--- config.mk ---
export PLATFORM = sky130hd
export DESIGN_NAME = line_rasterizer
export DESIGN_NICKNAME = d
export VERILOG_FILES = /design/src/lrast_pkg.sv /design/src/lrast_setup.sv /design/src/line_rasterizer.sv
export SDC_FILE = /design/constraint.sdc
export NUM_CORES = 1
export LEC_CHECK = 0
export BUFFER_PORTS_ARGS = -buffer_cell sky130_fd_sc_hd__buf_4
export CORE_MARGIN = 2
export CORE_UTILIZATION = 55
export DETAILED_ROUTE_END_ITERATION = 8
export GPL_TIMING_DRIVEN = 0
export PLACE_DENSITY = 0.78
export SLEW_MARGIN = 20
export SYNTH_ARGS = -nofsm -noshare
export SYNTH_HDL_FRONTEND = slang
export SYNTH_SLANG_ARGS = --single-unit
--- constraint.sdc ---
create_clock -name aclk -period 7.5 [get_ports aclk]
set_input_delay 0.375 -clock aclk [delete_from_list [all_inputs] [get_ports aclk]]
set_output_delay 0.375 -clock aclk [all_outputs]
set_load 0.01 [all_outputs]
--- src/lrast_pkg.sv ---
`timescale 1ns / 1ps
`default_nettype none
// ----------------------------------------------------------------------------
// lrast_pkg
// Shared types, widths and constants for the line rasterizer.
// ----------------------------------------------------------------------------
package lrast_pkg;

    localparam int WIDTH       = 512;
    localparam int HEIGHT      = 512;
    localparam int COORD_W     = 9;
    localparam int STEPS_W     = 10;
    localparam int DEC_W       = 12;
    localparam int INDEX_W     = 18;
    localparam int COLOUR_W    = 32;
    localparam int S_DATA_W    = 72;
    localparam int M_DATA_W    = 72;

    typedef enum logic {
        MODE_LINE = 1'b0,
        MODE_TICK = 1'b1
    } mode_t;

    typedef logic [COORD_W-1:0] coord_t;

    // Walker state of one line, loaded by a command and advanced per pixel.
    typedef struct packed {
        coord_t                  cur_x;
        coord_t                  cur_y;
        logic [STEPS_W-1:0]      steps_left;
        logic signed [DEC_W-1:0] decision;
        logic signed [DEC_W-1:0] inc_straight;
        logic signed [DEC_W-1:0] inc_diagonal;
        logic                    x_major;
        logic                    x_negative;
        logic                    y_negative;
    } line_state_t;

endpackage : lrast_pkg
`default_nettype wire

--- src/lrast_setup.sv ---
`timescale 1ns / 1ps
`default_nettype none
// ----------------------------------------------------------------------------
// lrast_setup
// Derives the initial walker state of a line from its two endpoints:
// octant signs, major axis, step count and midpoint decision terms.
// ----------------------------------------------------------------------------
module lrast_setup
    import lrast_pkg::*;
(
    input  wire coord_t      x_start,
    input  wire coord_t      y_start,
    input  wire coord_t      x_end,
    input  wire coord_t      y_end,
    output line_state_t      init
);

    logic signed [COORD_W:0] dx;
    logic signed [COORD_W:0] dy;
    logic [COORD_W:0]        adx_w;
    logic [COORD_W:0]        ady_w;
    coord_t                  adx;
    coord_t                  ady;
    logic                    x_major;
    coord_t                  major;
    coord_t                  minor;

    always_comb begin
        dx    = $signed({1'b0, x_end}) - $signed({1'b0, x_start});
        dy    = $signed({1'b0, y_end}) - $signed({1'b0, y_start});
        adx_w = dx[COORD_W] ? (~dx + 1'b1) : dx;
        ady_w = dy[COORD_W] ? (~dy + 1'b1) : dy;
        // A difference of two 9-bit values never exceeds 511 in magnitude.
        adx   = adx_w[COORD_W-1:0];
        ady   = ady_w[COORD_W-1:0];
        x_major = (adx >= ady);
        major = x_major ? adx : ady;
        minor = x_major ? ady : adx;

        init.cur_x        = x_start;
        init.cur_y        = y_start;
        init.steps_left   = {1'b0, major};
        init.inc_straight = $signed({2'b00, minor, 1'b0});
        init.decision     = $signed({2'b00, minor, 1'b0}) - $signed({3'b000, major});
        init.inc_diagonal = $signed({2'b00, minor, 1'b0}) - $signed({2'b00, major, 1'b0});
        init.x_major      = x_major;
        init.x_negative   = dx[COORD_W];
        init.y_negative   = dy[COORD_W];
    end

endmodule : lrast_setup
`default_nettype wire

--- src/line_rasterizer.sv ---
`timescale 1ns / 1ps
`default_nettype none
// A tick transfer's pixel is on m_tdata in the cycle after acceptance, and a line
// of N steps yields N+1 pixels in N+1 ticks. Throughput: one item per cycle
// unless the output stalls. The midpoint update (one add and compare) sets the
// pixel rate. A command transfer gives no result and restarts the walker at once.
// Reset (aresetn low, synchronous) leaves the block idle with no pending result.
// ----------------------------------------------------------------------------
// line_rasterizer
// Bresenham line walker for all octants: a command loads a line, each tick
// emits one pixel write with its frame-buffer index and colour.
// ----------------------------------------------------------------------------
module line_rasterizer
    import lrast_pkg::*;
(
    input  wire                  aclk,
    input  wire                  aresetn,
    // Input: x_start[8:0], y_start[17:9], x_end[26:18], y_end[35:27],
    // red[43:36], green[51:44], blue[59:52], alpha[67:60], zeros above.
    input  wire [S_DATA_W-1:0]   s_tdata,
    input  wire                  s_tuser,   // mode[0]
    input  wire                  s_tvalid,
    output logic                 s_tready,
    // Output: pixel_x[8:0], pixel_y[17:9], pixel_index[35:18], out_red[43:36],
    // out_green[51:44], out_blue[59:52], out_alpha[67:60], zeros above.
    output logic [M_DATA_W-1:0]  m_tdata,
    output logic                 m_tlast,   // last_pixel
    output logic                 m_tvalid,
    input  wire                  m_tready
);

    line_state_t           state_reg, state_next, init;
    logic                  busy_reg, busy_next;
    logic [COLOUR_W-1:0]   colour_reg, colour_next;
    logic [M_DATA_W-1:0]   m_tdata_reg, m_tdata_next;
    logic                  m_tlast_reg, m_tlast_next;
    logic                  m_tvalid_reg, m_tvalid_next;

    logic                  accept;
    logic                  is_line;
    logic                  emit;
    logic                  diag;
    logic                  step_x;
    logic                  step_y;
    logic [INDEX_W-1:0]    index;

    lrast_setup u_setup (
        .x_start (s_tdata[8:0]),
        .y_start (s_tdata[17:9]),
        .x_end   (s_tdata[26:18]),
        .y_end   (s_tdata[35:27]),
        .init    (init)
    );

    assign s_tready = !m_tvalid_reg || m_tready;
    assign accept   = s_tvalid && s_tready;
    assign is_line  = (mode_t'(s_tuser) == MODE_LINE);
    assign emit     = accept && !is_line && busy_reg;

    always_comb begin
        index  = (INDEX_W'(state_reg.cur_y) * INDEX_W'(WIDTH)) + INDEX_W'(state_reg.cur_x);
        diag   = !state_reg.decision[DEC_W-1] && (state_reg.decision != '0);
        step_x = diag || state_reg.x_major;
        step_y = diag || !state_reg.x_major;

        state_next  = state_reg;
        busy_next   = busy_reg;
        colour_next = colour_reg;

        if (accept && is_line) begin
            state_next  = init;
            busy_next   = 1'b1;
            // Stored with red in the top byte, alpha in the bottom byte.
            colour_next = {s_tdata[43:36], s_tdata[51:44], s_tdata[59:52], s_tdata[67:60]};
        end else if (emit) begin
            if (state_reg.steps_left == '0) begin
                busy_next = 1'b0;
            end else begin
                state_next.steps_left = state_reg.steps_left - 1'b1;
                state_next.decision   = state_reg.decision +
                    (diag ? state_reg.inc_diagonal : state_reg.inc_straight);
                if (step_x) begin
                    state_next.cur_x = state_reg.x_negative ? state_reg.cur_x - 1'b1
                                                            : state_reg.cur_x + 1'b1;
                end
                if (step_y) begin
                    state_next.cur_y = state_reg.y_negative ? state_reg.cur_y - 1'b1
                                                            : state_reg.cur_y + 1'b1;
                end
            end
        end
    end

    always_comb begin
        m_tdata_next  = m_tdata_reg;
        m_tlast_next  = m_tlast_reg;
        m_tvalid_next = m_tvalid_reg && !m_tready;
        if (emit) begin
            m_tvalid_next = 1'b1;
            m_tlast_next  = (state_reg.steps_left == '0);
            m_tdata_next  = {4'b0000, colour_reg[7:0], colour_reg[15:8],
                             colour_reg[23:16], colour_reg[31:24], index,
                             state_reg.cur_y, state_reg.cur_x};
        end
    end

    always_ff @(posedge aclk) begin
        if (!aresetn) begin
            state_reg    <= '0;
            busy_reg     <= 1'b0;
            colour_reg   <= '0;
            m_tvalid_reg <= 1'b0;
        end else begin
            state_reg    <= state_next;
            busy_reg     <= busy_next;
            colour_reg   <= colour_next;
            m_tvalid_reg <= m_tvalid_next;
        end
    end

    always_ff @(posedge aclk) begin
        m_tdata_reg <= m_tdata_next;
        m_tlast_reg <= m_tlast_next;
    end

    assign m_tdata  = m_tdata_reg;
    assign m_tlast  = m_tlast_reg;
    assign m_tvalid = m_tvalid_reg;

endmodule : line_rasterizer
`default_nettype wire

==> key figures <==
Final layout
  • Fraction of final layout cells sized beyond drive strength 1: 19.3%
  • Antenna diode count: 0
  • Final Net Count: 1328
  • Flip-flop count of the largest register after layout: 62
  • Storage element area: 0.00345 sq mm
  • Total of fill cells in the finished design: 1283
  • Area added between synthesis and finish: 22.0%
  • Area used by multi-input combinational logic: 0.00493 sq mm
  • Non-filler cells in the finished layout: 1413

Pwr
  • Leak Pwr: 4.63 nW
  • PD cells: 347 mW/mm^2
  • VDD IR-drop max: 0.311 mV

Routing
  • Final routed wirelength across all metal layers: 24.8 mm
  • DR vias/cell: 5.73
  • Post-route antenna net violation count: 0
  • Initial detailed-routing violation count: 740
  • Drt drc: 0
  • Routed via count: 8098
  • Number of optimization iterations in the first detailed-route pass: 5
  • WL per Instance: 17.6 um

Clock network
  • Num CTS Buffers: 17
  • CTS root buf: sky130_fd_sc_hd__clkbuf_16
  • Clock slew seen by the registers of the worst setup and hold paths: 0.07 ns
  • Count of buffers added by post-CTS timing repair for setup: 0
  • Post-cts repair resize count: 0
  • CTS max path bufs: 2
  • CTS tree: done
  • Number of clock sinks: 147
  • Level count of the clock H-tree: 4
  • Latest clock arrival within the worst-skew pair: 0.44 ns
  • Hold_buf cts: 0

Min path
  • Worst hold path class: input pin to flip-flop

Job
  • Max-cap violation count: 0

Die
  • Vertical die dimension: 131 um
  • Rows: 46
  • Placeable Area: 0.0159 sq mm
  • Starting utilization of the core area: 56.2%
  • Die outline width: 131 um
  • Num ports: 152
  • Total Die Area: 0.0173 sq mm

Logic synthesis
  • Post-synth EDFFs: 51
  • Cell taking the most area after synthesis: sky130_fd_sc_hd__dfxtp_1
  • Top area cells in the synthesized netlist: sky130_fd_sc_hd__dfxtp_1, sky130_fd_sc_hd__edfxtp_1, sky130_fd_sc_hd__ha_1
  • Async S/R FF share, synth: 0%
  • Number of different library cells in the post-synthesis netlist: 76
  • Synth Warn #: 0
  • Yosys top cell area share: 21.5%
  • Flops & latches, synth: 147
  • Leading register cell type out of synthesis: sky130_fd_sc_hd__dfxtp_1
  • Synthesized instance count: 1019
  • Share of the yosys chip area belonging to registers: 38.7%
  • Post-synthesis average cell area: 8.76 sq um
  • Synthesized cell area: 0.00893 sq mm

STA
  • Worst clock skew on the final layout: 0.0114 ns
  • Slew of the pin with the lowest slew margin: 0.857 ns
  • Post-route clock period utilization: 91.7%
  • Final count of hold timing violations: 0
  • RSZ-0062 raised after global routing: no
  • Max_slew headroom: 42.6%
  • Final setup viols: 0
  • Shortest period the worst path allows: 6.87 ns
  • Fmax: 0.145 GHz
  • Accumulated negative setup slack: 0 ns
  • Count of pins over their slew limit: 0

Critical path
  • Cell with the biggest individual delay on the critical path: sky130_fd_sc_hd__maj3_1
  • Largest driver fanout on the critical path: 10
  • Category of the worst setup path launch point: input pin
  • Slowest stage delay, CP: 0.39 ns
  • Crit end category: flip-flop
  • Type of the setup path with the least slack: input pin to flip-flop
  • Worst Path Required: 7.80 ns
  • CP most frequent cell: sky130_fd_sc_hd__nor2_1
  • Arr. time, crit path: 7.17 ns

GRT
  • First-pass GRT wire length: 39.3 mm
  • Remaining Overflow, GRT: 0
  • Overall track demand over capacity in global routing: 28.7%
  • Antenna violations before repair: 0
  • Largest net degree at the start of global routing: 37
  • Via count of the first global-routing pass: 7632

Placement
  • Detailed placer's ending HPWL: 18.5 mm
  • Gpl congestion: 0.946
  • Total placed cells including tap cells: 1381
  • Quantity of I/O buffers inserted on ports: 142

Status
  • Outcome: completed
synth_stat cells, types with 10 or more instances:
library cell,number
sky130_fd_sc_hd__edfxtp_1,51
sky130_fd_sc_hd__inv_1,57
sky130_fd_sc_hd__xnor2_1,33
sky130_fd_sc_hd__ha_1,61
sky130_fd_sc_hd__nor2_1,84
sky130_fd_sc_hd__o21ai_1,15
sky130_fd_sc_hd__mux2_2,10
sky130_fd_sc_hd__buf_4,22
sky130_fd_sc_hd__or3_1,12
sky130_fd_sc_hd__nand3_1,11
sky130_fd_sc_hd__clkbuf_1,39
sky130_fd_sc_hd__xor2_1,23
sky130_fd_sc_hd__dfxtp_1,96
sky130_fd_sc_hd__a21o_1,13
sky130_fd_sc_hd__nor3_1,16
sky130_fd_sc_hd__nand2_1,127
sky130_fd_sc_hd__a22oi_1,14
sky130_fd_sc_hd__o21ai_0,31
sky130_fd_sc_hd__o21bai_1,14
sky130_fd_sc_hd__a211oi_1,19
sky130_fd_sc_hd__a21oi_1,122
path summary, 6_finish.rpt:
path	slack, ns	from	cells past startpoint	to
worst max register to register	3.39	state_reg[37]	19	state_reg[38]
worst min-delay path	0.18	s_tdata[43]	3	colour_reg[31]
worst max-delay path	0.63	s_tdata[4]	32	state_reg[35]
worst min register to register	0.43	colour_reg[30]	0	m_tdata[42]
layout by cell type (no fill, tap or decap), types with 31 or more instances in the layout:
| cell type | instances |
|---|---|
| sky130_fd_sc_hd__dfxtp_1 | 96 |
| sky130_fd_sc_hd__nor2_1 | 84 |
| sky130_fd_sc_hd__inv_1 | 56 |
| sky130_fd_sc_hd__buf_4 | 164 |
| sky130_fd_sc_hd__xnor2_1 | 33 |
| sky130_fd_sc_hd__a21oi_1 | 122 |
| sky130_fd_sc_hd__o21ai_0 | 31 |
| sky130_fd_sc_hd__edfxtp_1 | 51 |
| sky130_fd_sc_hd__nand2_1 | 127 |
| sky130_fd_sc_hd__clkbuf_1 | 39 |
| sky130_fd_sc_hd__ha_1 | 61 |
worst max-delay path, delay by kind of cell:
kind | cells | cell delay (ns)
compound gates | 9 | 1.99
buf+inv | 7 | 1.63
simple gates | 9 | 1.25
fa+ha+maj | 4 | 1.20
xor+xnor | 2 | 0.51
mux | 1 | 0.21
routing by layer:
metal  track usage (%)  vias up  wire [um]
li1                  -     3940          -
met1              37.8     3807      10800
met2              46.4      310      11500
met3              6.87       41       1930
met4              10.0        0        537
met5                 0        -          0
kinds of logic (layout without fill, tap and decap cells):
logic type	Yosys count	after routing	synth area share [%]
other cells	1	4	0.0420
compound gates	307	307	22.2
flops	147	147	38.7
xor+xnor	56	56	5.49
buf+inv	123	298	6.20
simple gates	299	299	15.0
mux	17	17	2.19
fa+ha+maj	69	69	10.1
stage by stage:
stage	hold slack, ns	area [sq um]	util, %	power (mW)	setup WS [ns]
2_1_floorplan	0.408	8940	-	2.43	1.59
3_3_place_gp	0.410	10300	64.7	2.85	0.487
3_5_place_dp	0.413	10300	64.8	2.89	0.455
4_1_cts	0.176	10900	68.5	3.74	0.847
5_1_grt	0.181	10900	68.5	4.02	0.165
6_report	0.180	10900	68.5	3.77	0.626
where the power goes:
group          internal [mW]  switching [mW]
sequential             0.923          0.0688
clock                  0.471           0.375
combinational          0.780            1.16
total                   2.17            1.60
final cells by class:
cell class / count / area share [%]
sequential: 147 / 31.7
multi-input combinational: 752 / 45.3
buffer: 66 / 3.11
tap: 216 / 2.48
clock buffer: 17 / 3.91
clock inverter: 15 / 1.53
inverter: 57 / 1.97
timing repair buffer: 143 / 9.98
Note: power is estimated with default switching activity, not from simulation.
